<file path="src/kla_pkg.sv">
// Shared types and constants for the keyword line alarm.
// Holds the keyword table, register word indexes and the result structs.
`default_nettype none

package kla_pkg;

  localparam int LINE_MAX_DEF     = 512;
  localparam int WINDOW_BYTES_DEF = 15;

  localparam int KW_COUNT   = 10;
  localparam int KW_MAX_LEN = 15;

  localparam logic [7:0] NEWLINE_CHAR = 8'h0A;
  localparam logic [7:0] NUL_CHAR     = 8'h00;

  // ASCII keyword bytes; last character of each keyword sits in the lowest byte.
  localparam logic [KW_MAX_LEN*8-1:0] KW_TEXT [KW_COUNT] = '{
    (KW_MAX_LEN*8)'(88'h677265656e5f6d616d6261),
    (KW_MAX_LEN*8)'(96'h686f726e65645f7669706572),
    (KW_MAX_LEN*8)'(120'h626f615f636f6e7374726963746f72),
    (KW_MAX_LEN*8)'(96'h6761727465725f736e616b65),
    (KW_MAX_LEN*8)'(72'h7365615f736e616b65),
    (KW_MAX_LEN*8)'(88'h6469616d6f6e646261636b),
    (KW_MAX_LEN*8)'(96'h496e6469616e5f636f627261),
    (KW_MAX_LEN*8)'(88'h677265656e5f736e616b65),
    (KW_MAX_LEN*8)'(88'h726f636b5f707974686f6e),
    (KW_MAX_LEN*8)'(96'h62616e6465645f6b72616974)
  };

  localparam logic [4:0] KW_LEN [KW_COUNT] = '{
    5'd11, 5'd12, 5'd15, 5'd12, 5'd9, 5'd11, 5'd12, 5'd11, 5'd11, 5'd12
  };

  localparam logic [15:0] BUZZ_MS_RESET = 16'd1000;
  localparam logic [15:0] MUTE_MS_RESET = 16'd3000;
  localparam logic [15:0] ELAPSED_MAX   = 16'hFFFF;

  localparam int          PADDR_W     = 3;
  localparam logic        REG_BUZZ_MS = 1'b0;
  localparam logic        REG_MUTE_MS = 1'b1;

  typedef struct packed {
    logic byte_go;
    logic tick_go;
  } step_t;

  typedef struct packed {
    logic ended;
    logic matched;
    logic dropped;
  } line_res_t;

  typedef struct packed {
    logic pin;
    logic started;
    logic muted;
  } alarm_res_t;

endpackage

`default_nettype wire

</file>
<file path="src/kla_line.sv">
// Line scanner: byte window, line length, cut and keyword flags.
// Depends on kla_pkg for the keyword table and result struct.
`default_nettype none

module kla_line
  import kla_pkg::*;
#(
  parameter int LINE_MAX     = LINE_MAX_DEF,
  parameter int WINDOW_BYTES = WINDOW_BYTES_DEF
) (
  input  wire logic       clk,
  input  wire logic       rst,
  input  wire step_t      step,
  input  wire logic [7:0] byte_value,
  output line_res_t       res
);

  localparam int LEN_W = $clog2(LINE_MAX);
  localparam logic [LEN_W-1:0] LEN_LIMIT = LEN_W'(LINE_MAX - 1);

  logic [7:0]       win [WINDOW_BYTES];
  logic [7:0]       win_sh [WINDOW_BYTES];
  logic [LEN_W-1:0] line_length;
  logic             text_cut;
  logic             keyword_seen;

  logic             room;
  logic             is_newline;
  logic             cut_next;
  logic             hit;
  logic             clear_line;

  always_comb begin
    for (int i = 0; i < WINDOW_BYTES - 1; i++) begin
      win_sh[i] = win[i+1];
    end
    win_sh[WINDOW_BYTES-1] = byte_value;
  end

  always_comb begin
    logic kw_ok;
    hit = 1'b0;
    for (int k = 0; k < KW_COUNT; k++) begin
      kw_ok = (int'(KW_LEN[k]) <= WINDOW_BYTES);
      for (int j = 0; j < KW_MAX_LEN; j++) begin
        if ((j < int'(KW_LEN[k])) && (win_sh[WINDOW_BYTES-1-j] != KW_TEXT[k][8*j +: 8])) begin
          kw_ok = 1'b0;
        end
      end
      hit = hit | kw_ok;
    end
  end

  assign room       = (line_length < LEN_LIMIT);
  assign is_newline = (byte_value == NEWLINE_CHAR);
  assign cut_next   = text_cut | (byte_value == NUL_CHAR);
  assign clear_line = step.byte_go & (!room | is_newline);

  assign res.ended   = room & is_newline;
  assign res.matched = room & is_newline & keyword_seen;
  assign res.dropped = !room;

  always_ff @(posedge clk) begin
    if (rst) begin
      line_length  <= '0;
      text_cut     <= 1'b0;
      keyword_seen <= 1'b0;
    end else if (clear_line) begin
      line_length  <= '0;
      text_cut     <= 1'b0;
      keyword_seen <= 1'b0;
    end else if (step.byte_go) begin
      line_length <= line_length + 1'b1;
      text_cut    <= cut_next;
      if (!cut_next && hit) begin
        keyword_seen <= 1'b1;
      end
    end
  end

  always_ff @(posedge clk) begin
    if (rst || clear_line) begin
      for (int i = 0; i < WINDOW_BYTES; i++) begin
        win[i] <= '0;
      end
    end else if (step.byte_go && !cut_next) begin
      win <= win_sh;
    end
  end

endmodule

`default_nettype wire

</file>
<file path="src/kla_alarm.sv">
// Buzzer and mute control with saturating millisecond counters.
// Depends on kla_pkg for the step, line result and alarm result structs.
`default_nettype none

module kla_alarm
  import kla_pkg::*;
(
  input  wire logic        clk,
  input  wire logic        rst,
  input  wire step_t       step,
  input  wire logic        button_pressed,
  input  wire line_res_t   line_res,
  input  wire logic [15:0] buzz_ms,
  input  wire logic [15:0] mute_ms,
  output alarm_res_t       res
);

  logic        buzzer_active;
  logic        buzzer_pin;
  logic        muted_flag;
  logic [15:0] buzz_elapsed;
  logic [15:0] mute_elapsed;

  logic        buzzer_active_next;
  logic        buzzer_pin_next;
  logic        muted_flag_next;
  logic [15:0] buzz_elapsed_next;
  logic [15:0] mute_elapsed_next;
  logic        started;

  always_comb begin
    buzzer_active_next = buzzer_active;
    buzzer_pin_next    = buzzer_pin;
    muted_flag_next    = muted_flag;
    buzz_elapsed_next  = buzz_elapsed;
    mute_elapsed_next  = mute_elapsed;
    started            = 1'b0;
    if (step.tick_go) begin
      buzz_elapsed_next = (buzz_elapsed == ELAPSED_MAX) ? buzz_elapsed : buzz_elapsed + 16'd1;
      mute_elapsed_next = (mute_elapsed == ELAPSED_MAX) ? mute_elapsed : mute_elapsed + 16'd1;
      if (button_pressed && !muted_flag) begin
        muted_flag_next   = 1'b1;
        mute_elapsed_next = '0;
        buzzer_pin_next   = 1'b0;
      end
      if (muted_flag_next && (mute_elapsed_next >= mute_ms)) begin
        muted_flag_next = 1'b0;
      end
      if (!muted_flag_next && buzzer_active && (buzz_elapsed_next >= buzz_ms)) begin
        buzzer_pin_next    = 1'b0;
        buzzer_active_next = 1'b0;
      end
    end else if (step.byte_go && line_res.matched && !buzzer_active && !muted_flag) begin
      buzzer_pin_next    = 1'b1;
      buzzer_active_next = 1'b1;
      buzz_elapsed_next  = '0;
      started            = 1'b1;
    end
  end

  assign res.pin     = buzzer_pin_next;
  assign res.started = started;
  assign res.muted   = muted_flag_next;

  always_ff @(posedge clk) begin
    if (rst) begin
      buzzer_active <= 1'b0;
      buzzer_pin    <= 1'b0;
      muted_flag    <= 1'b0;
      buzz_elapsed  <= '0;
      mute_elapsed  <= '0;
    end else begin
      buzzer_active <= buzzer_active_next;
      buzzer_pin    <= buzzer_pin_next;
      muted_flag    <= muted_flag_next;
      buzz_elapsed  <= buzz_elapsed_next;
      mute_elapsed  <= mute_elapsed_next;
    end
  end

endmodule

`default_nettype wire

</file>
<file path="src/keyword_line_alarm_top.sv">
// Keyword line alarm top level: input register, line scanner, alarm control, result register.
// An accepted transaction waits in the input register until the result register is free.
// Throughput: one transaction per cycle while out_stall does not hold the result register;
// the keyword compare and timer update sit between the input and result registers.
// Reset (synchronous): clears line, buzzer and mute state; buzz_ms 1000, mute_ms 3000.
`default_nettype none

module keyword_line_alarm_top
  import kla_pkg::*;
#(
  parameter int LINE_MAX     = LINE_MAX_DEF,
  parameter int WINDOW_BYTES = WINDOW_BYTES_DEF
) (
  input  wire logic               clk,
  input  wire logic               rst,
  input  wire logic               in_valid,
  output logic                    in_stall,
  input  wire logic               req_type,
  input  wire logic [7:0]         byte_value,
  input  wire logic               button_pressed,
  output logic                    out_valid,
  input  wire logic               out_stall,
  output logic                    buzzer_drive,
  output logic                    alarm_started,
  output logic                    line_ended,
  output logic                    line_matched,
  output logic                    mute_active,
  output logic                    line_dropped,
  input  wire logic               psel,
  input  wire logic               penable,
  input  wire logic               pwrite,
  input  wire logic [PADDR_W-1:0] paddr,
  input  wire logic [31:0]        pwdata,
  output logic [31:0]             prdata,
  output logic                    pready
);

  logic        buzz_ms;
  logic [15:0] buzz_ms_reg;
  logic [15:0] mute_ms_reg;

  logic        in_q_valid;
  logic        q_type;
  logic [7:0]  q_byte;
  logic        q_press;

  logic        out_free;
  logic        move;
  logic        in_accept;
  logic        cfg_write;

  step_t       step;
  line_res_t   line_res;
  alarm_res_t  alarm_res;

  assign pready    = 1'b1;
  assign cfg_write = psel & penable & pwrite;
  assign buzz_ms   = (paddr[2] == REG_BUZZ_MS);
  assign prdata    = buzz_ms ? {16'd0, buzz_ms_reg} : {16'd0, mute_ms_reg};

  always_ff @(posedge clk) begin
    if (rst) begin
      buzz_ms_reg <= BUZZ_MS_RESET;
      mute_ms_reg <= MUTE_MS_RESET;
    end else if (cfg_write) begin
      if (paddr[2] == REG_BUZZ_MS) begin
        buzz_ms_reg <= pwdata[15:0];
      end
      if (paddr[2] == REG_MUTE_MS) begin
        mute_ms_reg <= pwdata[15:0];
      end
    end
  end

  assign out_free  = !out_valid || !out_stall;
  assign move      = in_q_valid && out_free;
  assign in_stall  = in_q_valid && !out_free;
  assign in_accept = in_valid && !in_stall;

  always_ff @(posedge clk) begin
    if (rst) begin
      in_q_valid <= 1'b0;
    end else if (in_accept) begin
      in_q_valid <= 1'b1;
    end else if (move) begin
      in_q_valid <= 1'b0;
    end
  end

  always_ff @(posedge clk) begin
    if (in_accept) begin
      q_type  <= req_type;
      q_byte  <= byte_value;
      q_press <= button_pressed;
    end
  end

  assign step.byte_go = move && !q_type;
  assign step.tick_go = move && q_type;

  kla_line #(
    .LINE_MAX     (LINE_MAX),
    .WINDOW_BYTES (WINDOW_BYTES)
  ) u_line (
    .clk        (clk),
    .rst        (rst),
    .step       (step),
    .byte_value (q_byte),
    .res        (line_res)
  );

  kla_alarm u_alarm (
    .clk            (clk),
    .rst            (rst),
    .step           (step),
    .button_pressed (q_press),
    .line_res       (line_res),
    .buzz_ms        (buzz_ms_reg),
    .mute_ms        (mute_ms_reg),
    .res            (alarm_res)
  );

  always_ff @(posedge clk) begin
    if (rst) begin
      out_valid <= 1'b0;
    end else if (move) begin
      out_valid <= 1'b1;
    end else if (!out_stall) begin
      out_valid <= 1'b0;
    end
  end

  always_ff @(posedge clk) begin
    if (move) begin
      buzzer_drive  <= alarm_res.pin;
      alarm_started <= alarm_res.started;
      mute_active   <= alarm_res.muted;
      line_ended    <= !q_type && line_res.ended;
      line_matched  <= !q_type && line_res.matched;
      line_dropped  <= !q_type && line_res.dropped;
    end
  end

  a_start_needs_match: assert property (@(posedge clk) disable iff (rst)
    out_valid && alarm_started |-> line_matched && line_ended && buzzer_drive)
    else $error("alarm start without a matched line end");

  a_match_needs_end: assert property (@(posedge clk) disable iff (rst)
    out_valid && line_matched |-> line_ended && !line_dropped)
    else $error("line match outside a line end");

  a_held_item_kept: assert property (@(posedge clk) disable iff (rst)
    in_q_valid && !out_free |=> in_q_valid)
    else $error("held transaction lost");

  a_move_fills_output: assert property (@(posedge clk) disable iff (rst)
    move |=> out_valid)
    else $error("result register not loaded");

endmodule

`default_nettype wire
</file>
<file path="config.mk">
export PLATFORM = sky130hd
export DESIGN_NAME = keyword_line_alarm_top
export DESIGN_NICKNAME = d
export VERILOG_FILES = /design/src/kla_pkg.sv /design/src/kla_line.sv /design/src/kla_alarm.sv /design/src/keyword_line_alarm_top.sv
export SDC_FILE = /design/constraint.sdc
export NUM_CORES = 1
export LEC_CHECK = 0
export BUFFER_PORTS_ARGS = -buffer_cell sky130_fd_sc_hd__buf_2
export CAP_MARGIN = 40
export CORE_ASPECT_RATIO = 0.75
export CORE_MARGIN = 3
export CORE_UTILIZATION = 54
export DETAILED_ROUTE_END_ITERATION = 16
export PLACE_DENSITY_LB_ADDON = 0.25
export SLEW_MARGIN = 20
export SYNTH_ARGS = -nofsm -noshare
export SYNTH_HDL_FRONTEND = slang
export SYNTH_SLANG_ARGS = --single-unit
</file>
<file path="constraint.sdc">
create_clock -name clk -period 3.35 [get_ports clk]
set_clock_uncertainty 0.2 [all_clocks]
set_input_delay 0.67 -clock clk [delete_from_list [all_inputs] [get_ports clk]]
set_output_delay 0.67 -clock clk [all_outputs]
set_load 0.05 [all_outputs]
</file>
Yosys cells after proc, flatten, opt, wreduce, memory -nomap -nowiden
Cells that the tools add are included.

storage, ports and cells
  register bits after elaboration = 208
  output and inout bits = 41

operators by class
  add/sub/neg operators = 3
  reductions and logical operators = 37
  $lt $le $gt $ge = 3
  bitwise operators = 17
  muxes and demuxes = 126
  eq/ne operators = 84

operator list
  kind                   count
  $ne 8x7->1 const B     79
  $mux 1                 119
  $mux 16                7
  $add 16x1->16 const B  2
  $eq 16x16->1 const B   2
  $ge 16x16->1           2
  $logic_and 1x1->1      17
  $or 1x1->1             11
  $logic_not 1->1        10
  $add 9x1->9 const B    1
  $lt 9x9->1 const B     1
  $eq 8x4->1 const B     1
  $logic_not 8->1        1
  $reduce_and 2->1       4
  $and 1x1->1            5
  $ne 2x1->1 const B     2
  $reduce_bool 2->1      2
  $logic_or 1x1->1       2
  $reduce_or 2->1        1
  $not 1->1              1

Logic depth before layout (Yosys ltp)
Gate-level depths: netlist of the first run.

  depth after elaboration = 26
  mapped depth = 17
  depth with buffers taken out = 16

Hierarchy
From an unflattened synthesis of the first run, not the netlist that was laid out.

second synthesis, totals
  cells, all modules = 1312
  area, all modules = 10726.5 um^2

modules (own cells, without submodules)
  module                  seq. area each (um^2)  area each (um^2)  cells an instance  instances
  kla_line                2462.4                 5475.3            714                1
  kla_alarm               700.7                  3011.6            403                1
  keyword_line_alarm_top  1161.1                 2239.6            195                1

Least setup slack after synthesis of the first run
OpenSTA, ideal clock, no wires.

  kind = register -> register
  start = reg u_alarm.mute_elapsed[4]
  end = reg buzzer_drive (data pin)
  required time = 3010 ps
  buffers on the path = 2
  data arrival time = 3020 ps
  period minus slack after synthesis = 3361 ps
  stages on the path, launching flop included = 18
  setup time = 140 ps
  slack = -11 ps
  path through = dfxtp_1 > buf_2 > and4_1 > nand4_1 > nor3_1 > clkbuf_1 > nor2_1 > nand2_1 > xor2_1 > nor2_1 > ha_1 > a21o_1 > a21o_1 > a211o_1 > a21oi_1 > o211ai_1 > and3_1 > nor2_1

between the ends
  word-level cells in the longest chain between the ends = 13
  elaborated cells between the ends (all ways) = 14
  those cells by class = add/sub (1); order compare (1); eq/ne (1); mux (7); reduce/logical (4)

ends and longest elaborated chain
  item                                           line                           source
  start, declared                                kla_alarm.sv:22                logic [15:0] mute_elapsed;
  start signal, assigned                         kla_alarm.sv:77                mute_elapsed <= mute_elapsed_next;
  $add 16x1->16 or $eq 16x16->1 (tied branches)  kla_alarm.sv:40                mute_elapsed_next = (mute_elapsed == ELAPSED_MAX) ? mute_elapsed : mute_elapsed + 16'd1;
  $mux 16 (*)                                    kla_alarm.sv:40
  $mux 16 (*)                                    kla_alarm.sv:41                if (button_pressed && !muted_flag) begin
  $mux 16 (*)                                    kla_alarm.sv:38                if (step.tick_go) begin
  $ge 16x16->1 (*)                               kla_alarm.sv:46                if (muted_flag_next && (mute_elapsed_next >= mute_ms)) begin
  $logic_and 1x1->1 (*)                          kla_alarm.sv:46
  $mux 1 (*)                                     kla_alarm.sv:46
  $mux 1 (*)                                     kla_alarm.sv:38
  $logic_not 1->1 (*)                            kla_alarm.sv:49                if (!muted_flag_next && buzzer_active && (buzz_elapsed_next >= buzz_ms)) begin
  $logic_and 1x1->1 (*) (2 in a row)             kla_alarm.sv:49
  $mux 1 (*)                                     kla_alarm.sv:49
  $mux 1 (*)                                     kla_alarm.sv:38
  net u_alarm.buzzer_pin_next                    kla_alarm.sv:25                logic buzzer_pin_next;
  end signal, assigned                           keyword_line_alarm_top.sv:135  buzzer_drive <= alarm_res.pin;
  end, declared                                  keyword_line_alarm_top.sv:23   output logic buzzer_drive,

Mark *: on every way through the listed nets, which the timed path passes. The rest lies on a longest branch. The select of a mux whose other input is x is not followed.
A chain may end at the register's enable or synchronous reset.

Worst setup path in the final report of the first run
  start = reg u_alarm.mute_elapsed[1]
  end = reg buzzer_drive (data pin)

The elaborated chain is that of the path after synthesis.

==> summary.md, run 1 <==
| Metric | Value |
|---|---|
| Fin nets | `1492` |
| Initial antenna violation count | `1` |
| DPL Wire Length | `20900 um` |
| FP Rows | `42` |
| Global routing usage on met3 | `0.0711` |
| Max reg flops | `roughly 110` |
| DR WL/cell | `17.6 um` |
| Flop pwr share | `0.480` |
| Met2 usage | `0.351` |
| Fill count | `1560` |
| Critical Path Fanout Max | `6` |
| Synthesized area | `0.0102 sq mm` |
| Total power | `between 5 and 6 mW` |
| Top reg by flops | `u_line.win` |
| Final number of hold-violating endpoints | `0` |
| Worst EP arrival | `3.34 ns` |
| Synth Area per Inst | `7.75 sq um` |
| Status | `complete, no violations` |
| Synth warn | `0` |
| Post-route ant nets | `0` |
| Post-layout min period | `3.29 ns` |
| RSZ-0062 raised after global routing | `yes` |
| Tcrit/Tclk final | `0.983` |
| Area leader, netlist | `dfxtp_1` |
| Syn-to-layout area delta | `17.2%` |
| CP endpoint kind | `flop` |
| Global Route Usage Sum | `0.276` |
| Gr busiest metal | `met1` |
| Root Driver | `clkbuf_16` |
| Sink Count | `about 210` |
| RR Startpoint | `u_alarm.mute_elapsed[1]` |
| Setup ws final | `about 0.058 ns` |
| Fraction of registers with async set/reset | `0` |
| Worst hold slack | `~0.14 ns` |
| Max-slew headroom at the worst pin | `0.556` |
| PwrDens | `445 mW/mm^2` |
| Largest cells by area after synthesis | `dfxtp_1, nand2_1, a21oi_1, edfxtp_1, ha_1` |
| Max Buffers Root-to-Sink | `3` |
| CTS tree | `yes` |
| LEAKAGE | `about 4.4 nW` |
| Vias in the first global route | `8505` |
| Worst setup path end | `buzzer_drive` |
| Total iterations of the first detailed-routing run | `5` |
| R2R Setup Slk | `0.06 ns` |
| Final Core Density | `0.663` |
| R2R Path End | `buzzer_drive` |
| Clock Power Share | `0.452` |
| Hold crit path type | `input port to flop` |
| Sw Share | `0.237` |
| Setup tns final | `0 ns` |
| Worst Reg-to-Reg Cells | `17` |
| Logic pwr share | `0.067` |
| Clk Latency, worst-skew pair | `0.51 ns` |
| #FFs+latches synth | `between 200 and 250` |
| Least-Margin Pin Slew | `0.657 ns` |
| RePlAce Congestion | `1.04` |
| Hold buffers post-CTS | `0` |
| Die Footprint | `0.0206 sq mm` |
| Largest net degree at the start of global routing | `62` |
| Final setup vio count | `0` |
| Critical path data required time | `3.40 ns` |
| Die Ht | `125 um` |
| GR Overflow Total | `0` |
| Starting Density | `0.566` |
| Cell variety after synth | `60` |
| Critical path class | `flop to flop` |
| Post-Synthesis Cells | `~1300` |
| I/O pins | `between 90 and 100` |
| Global-route wire length before repair | `45900 um` |
| Num CTS Buffers | `21` |
| Max Cap Viol | `0` |
| Die Width | `165 um` |
| Peak supply drop | `414 uV` |
| Sw power | `1.26 mW` |
| Register area share after synthesis | `0.423` |
| EDFF count, synth | `16` |
| Worst setup startpoint | `u_alarm.mute_elapsed[1]` |
| GRT met1 Usage | `0.460` |
| Port Buffer Count | `57` |
| F_max | `0.304 GHz` |
| WL final | `29200 um` |
| Startpoint types | `flop` |
| CORE AREA | `0.0181 sq mm` |
| Routed vias | `9778` |
| DR iter-0 viols | `1216` |
| Cell internal pwr | `4.07 mW` |
| H-Tree Depth | `1` |
| Slew Limit Fails | `0` |
| Hold depth | `1` |
| Setup WS pre-CTS | `-0.130 ns` |
| DR DRC count | `0` |
| Worst-path clk slew | `0.07 ns` |
| Layout cell share with drive strength beyond 1 | `0.147` |
| Top cell type's share of synthesized area | `0.376` |
| Top FF cell, synth | `dfxtp_1` |
| Via/cell ratio | `5.88` |
[how the worst min path moves through the flow]
| stage | start | endpoint | slack (ns) |
|---|---|---|---|
| 2_1_floorplan | u_line.win[107] | u_line.win[107] | 0.23 |
| 3_3_place_gp | buzz_ms_reg[10] | buzz_ms_reg[10] | 0.24 |
| 3_5_place_dp | buzz_ms_reg[15] | buzz_ms_reg[15] | 0.25 |
| 4_1_cts | byte_value[5] | q_byte[5] | 0.13 |
| 5_1_grt | byte_value[5] | q_byte[5] | 0.13 |
| 6_report | byte_value[5] | q_byte[5] | 0.14 |
[layout make-up]
type,count,area (sq um),area share
flip-flops and latches,208,4330,0.361
inverters,37,139,0.0116
multi-input cells,1005,5570,0.465
well taps,242,303,0.0253
diodes,1,2.50,0.000209
clock inverters,4,51.3,0.00428
repair buffers,132,927,0.0774
clock buffers,33,663,0.0554
[cells by family (layout without fill, tap and decap cells)]
group,Yosys count,count (layout),share of synthesized area
and+or+nand+nor,646,646,0.301
AOI/OAI and AO/OA,280,280,0.156
DFF,208,208,0.423
buffers and inverters,122,206,0.0531
adders and majority gates,35,35,0.0428
xor gates and xnor gates,26,26,0.0223
other,2,18,0.000735
muxes,1,1,0.00110
[per-layer routing]
layer | wire length, um | up-vias | part of all wire
met5 | 0 | - | 0
met4 | 455 | 0 | 0.016
met3 | 3050 | 37 | 0.10
met2 | 11200 | 398 | 0.38
met1 | 14400 | 4632 | 0.50
li1 | - | 4711 | -
[cell usage in the layout (no fill, tap or decap), drive strengths merged, types with 11 or more instances in the layout]
master,count
clkbuf,33
and3,11
a211o,15
dfxtp,192
xnor2,14
buf,132
a21oi,174
nand4,21
o21ai,42
inv,38
conb,17
or4,11
nor2,90
edfxtp,16
nor4,16
nand2,341
or3,17
ha,35
nor3,26
xor2,12
nand3,34
[Yosys cell counts, types with 9 or more instances]
cell type / number
xnor2_1: 14
or3_1: 15
edfxtp_1: 16
dfxtp_1: 192
and3_1: 11
buf_4: 17
ha_1: 35
clkbuf_1: 53
a211o_1: 15
inv_1: 37
buf_2: 11
nand3_1: 34
nor2_1: 90
nand2b_1: 9
nor3_1: 26
a21oi_1: 174
nand4_1: 21
or4_1: 9
nor4bb_1: 9
xor2_1: 12
nand2_1: 341
a21o_1: 10
o21ai_0: 42
nor4_1: 15
nor4b_1: 10
[per-stage QoR]
stage                     area [sq um]  instances
after global routing             12000       1662
after detailed placement         11100       1616
after floorplan                  10300       1335
after global placement           11100       1616
final                            12000       1662
after CTS                        11900       1658
[power groups by stage]
| stage | Combinational, mW | Sequential [mW] | Clock, mW |
|---|---|---|---|
| floorplan | 0.248 | 2.62 | 0 |
| global placement | 0.347 | 2.61 | 0 |
| detailed placement | 0.351 | 2.61 | 0 |
| CTS | 0.354 | 2.56 | 2.44 |
| global route | 0.388 | 2.56 | 2.55 |
| finish | 0.359 | 2.56 | 2.41 |
[worst max-delay path, cell delays in order (launching register included)]
cell and delay (ns):
dfxtp_2 0.36, ha_4 0.15, and3_4 0.20, nand3_1 0.09, nor3_2 0.14, buf_4 0.18, nor2_2 0.05, buf_4 0.14
nand3_2 0.08, xor2_1 0.14, nor2_1 0.06, ha_1 0.27, nand2_1 0.07, a211oi_2 0.23, a21oi_2 0.11, o211ai_1 0.27
and3_4 0.26, nor2_2 0.04
[timing repair]
action                                  4_1_cts  5_1_grt
endpoints found under the setup margin        5        5
setup buffers                                 5        3
pin swaps                                    11       20
gates resized for setup                      11       29
(Power assumes the default switching activity.)
==> run 2: changes to the inputs <==
CELL_PAD_IN_SITES_DETAIL_PLACEMENT = 2   (was unset)
CELL_PAD_IN_SITES_GLOBAL_PLACEMENT = 2   (was unset)
CORE_UTILIZATION = 32   (was 54)
==> run 2 against run 1 <==
Worst hold slack got worse by 0.015 ns. Maximum frequency fell by 1.7%. First-iteration DRC count fell by 45%. Critical path depth fell by 1. Global-route usage fell by 5.1 points. Non-clock buffer count rose by 19. Combinational power rose by 6.1%. Power rose by 4.2%. Final cell count rose by 11%. Clock-buffer cell count rose by 3. Die area rose by 65%. Cell area rose by 3.2%. Largest power group is now the clock network.
==> summary.md, run 2 (synthesized netlist as in run 1, its figures left out) <==
| Metric | Value |
|---|---|
| Syn-to-layout area delta | `20.9%` |
| Clk Latency, worst-skew pair | `0.53 ns (+0.02 ns)` |
| Largest net degree at the start of global routing | `114 (+84%)` |
| DR iter-0 viols | `673 (-45%)` |
| GR Overflow Total | `0 (unchanged)` |
| Root Driver | `clkbuf_16` |
| R2R Setup Slk | `0.002 ns (-0.06 ns)` |
| Initial antenna violation count | `0 (-1)` |
| Final setup vio count | `0 (unchanged)` |
| DR WL/cell | `20.8 um (+18%)` |
| I/O pins | `93 (unchanged)` |
| F_max | `0.299 GHz (-1.7%)` |
| CORE AREA | `0.0314 sq mm (+74%)` |
| Logic pwr share | `0.069 (+0.002)` |
| RSZ-0062 raised after global routing | `yes` |
| Setup tns final | `0 ns (unchanged)` |
| H-Tree Depth | `1 (unchanged)` |
| CP endpoint kind | `flop` |
| Most common cell after layout, fill and taps aside | `nand2_1` |
| Die Width | `212 um (+29%)` |
| RR Startpoint | `u_alarm.mute_elapsed[5]` |
| Worst EP arrival | `3.42 ns (+0.08 ns)` |
| Port Buffer Count | `57 (unchanged)` |
| Max Buffers Root-to-Sink | `3 (unchanged)` |
| Fill count | `3616 (+130%)` |
| Commonest non-fill, non-tap cells in the layout | `nand2_1, dfxtp_1, a21oi_1` |
| Slew Limit Fails | `0 (unchanged)` |
| Sw Share | `0.253 (+0.0163)` |
| Clock Power Share | `0.470 (+0.018)` |
| Vias in the first global route | `10600 (+25%)` |
| Worst hold path startpoint | `byte_value[6]` |
| DPL Wire Length | `28000 um (+34%)` |
| Num CTS Buffers | `24 (+14%)` |
| Least-Margin Pin Slew | `0.624 ns (-0.0331 ns)` |
| Worst-path clk slew | `0.06 ns (about the same)` |
| Top reg by flops | `u_line.win` |
| Max Cap Viol | `0 (unchanged)` |
| Max reg flops | `112 (unchanged)` |
| Total iterations of the first detailed-routing run | `5 (unchanged)` |
| Die Ht | `161 um (+28%)` |
| Tcrit/Tclk final | `0.999 (+0.0169)` |
| Status | `complete, no violations` |
| Sw power | `1.41 mW (+11%)` |
| WL final | `38500 um (+32%)` |
| DR DRC count | `0 (unchanged)` |
| CTS tree | `yes` |
| Storage cell area | `0.00433 sq mm (about the same)` |
| Cell internal pwr | `4.15 mW (+2.0%)` |
| Dpl cell area | `0.0114 sq mm (+2.9%)` |
| Max-slew headroom at the worst pin | `0.580 (+0.0244)` |
| FP Rows | `56 (+33%)` |
| Startpoint types | `flop` |
| Worst Reg-to-Reg Cells | `16 (-1)` |
| Setup ws final | `0.00185 ns (-0.0565 ns)` |
| Final number of hold-violating endpoints | `0 (unchanged)` |
| Hold crit path type | `input port to flop` |
| Peak supply drop | `399 uV (-3.6%)` |
| Final Cell Area | `0.0124 sq mm (+3.2%)` |
| Die Footprint | `0.0342 sq mm (+65%)` |
| Hold depth | `1 (unchanged)` |
| R2R Path End | `buzzer_drive` |
| Routed vias | `9985 (+2.1%)` |
| LEAKAGE | `4.53 nW (+2.5%)` |
| Multi-input gate area | `0.00557 sq mm (about the same)` |
| Via/cell ratio | `5.39 (-8.3%)` |
| Starting Density | `0.326 (-0.240)` |
| Post-layout min period | `3.35 ns (+0.0565 ns)` |
| Sink Count | `208 (unchanged)` |
| Fin nets | `1514 (+1.5%)` |
| Post-route ant nets | `0 (unchanged)` |
| Critical Path Fanout Max | `6 (unchanged)` |
| Layout cell share with drive strength beyond 1 | `0.161 (+0.0147)` |
| Critical path class | `flop to flop` |
| Global-route wire length before repair | `60900 um (+33%)` |
| RePlAce Congestion | `0.951 (-8.3%)` |
| Global Route Usage Sum | `0.224 (-0.0514)` |
| Setup WS pre-CTS | `-0.225 ns (-0.0947 ns)` |
| Critical path data required time | `3.42 ns (+0.02 ns)` |
| Hold Path Sink | `q_byte[6]` |
| Flop pwr share | `0.462 (-0.018)` |
| Diodes inserted | `0 (-1)` |
| PwrDens | `449 mW/mm^2 (+0.96%)` |
run 2: area by class of cell:
class / instances / share of cell area
clock buffers: 36 / 0.0564
repair buffers: 151 / 0.0852
inverters: 37 / 0.0112
flip-flops and latches: 208 / 0.350
multi-input cells: 1005 / 0.450
clock inverters: 8 / 0.00567
well taps: 406 / 0.0411
run 2: through the flow:
| stage | total power [mW] | hold slack [ns] | instances | utilization |
|---|---|---|---|---|
| 2_1_floorplan | 2.87 | 0.232 | 1335 | - |
| 3_3_place_gp | 2.98 | 0.243 | 1796 | 0.362 |
| 3_5_place_dp | 3.00 | 0.251 | 1797 | 0.363 |
| 4_1_cts | 5.63 | 0.0960 | 1847 | 0.391 |
| 5_1_grt | 5.78 | 0.103 | 1851 | 0.394 |
| 6_report | 5.55 | 0.123 | 1851 | 0.394 |
run 2: power by group through the flow:
stage,clock [mW],sequential [mW],combinational [mW]
floorplan,0,2.62,0.248
global placement,0,2.62,0.366
detailed placement,0,2.62,0.378
CTS,2.69,2.56,0.383
global route,2.80,2.57,0.417
finish,2.61,2.56,0.381
run 2: worst max-delay path, stage by stage, from the launching register on:
cell and delay [ns]:
dfxtp_2 0.33, and4_4 0.26, nand4_1 0.13, nor3_2 0.23, buf_4 0.20, nor2_4 0.05
buf_4 0.13, nand3_2 0.08, xor2_1 0.15, nor2_1 0.06, ha_1 0.27, nand2_1 0.07
a211oi_2 0.23, a21oi_2 0.11, o211ai_1 0.29, and3_4 0.26, nor2_2 0.03
run 2: per-layer routing:
layer	track usage	part of all wire
met1	0.339	0.51
met4	0.0366	0.013
met2	0.338	0.43
met5	0	0
met3	0.0391	0.050
run 2: worst max-delay path by stage:
stage | from | end | slack, ns | depth (start not counted)
4_1_cts | u_alarm.buzz_elapsed[0] | buzzer_drive | 0.002 | 16
2_1_floorplan | u_alarm.mute_elapsed[4] | buzzer_drive | 0.11 | 17
6_report | u_alarm.mute_elapsed[5] | buzzer_drive | 0.002 | 16
3_3_place_gp | u_alarm.mute_elapsed[7] | buzzer_drive | -0.08 | 16
5_1_grt | u_alarm.mute_elapsed[0] | u_alarm.muted_flag | -0.20 | 16
3_5_place_dp | u_alarm.mute_elapsed[5] | u_alarm.muted_flag | -0.22 | 15
run 2: repair_timing:
| action | CTS | global route |
|---|---|---|
| endpoints found under the hold margin | 0 | 0 |
| pin swaps | 25 | 11 |
| hold buffers | 0 | 0 |
| endpoints found under the setup margin | 5 | 5 |
| buffers inserted | 7 | 4 |
| gates resized for setup | 26 | 14 |
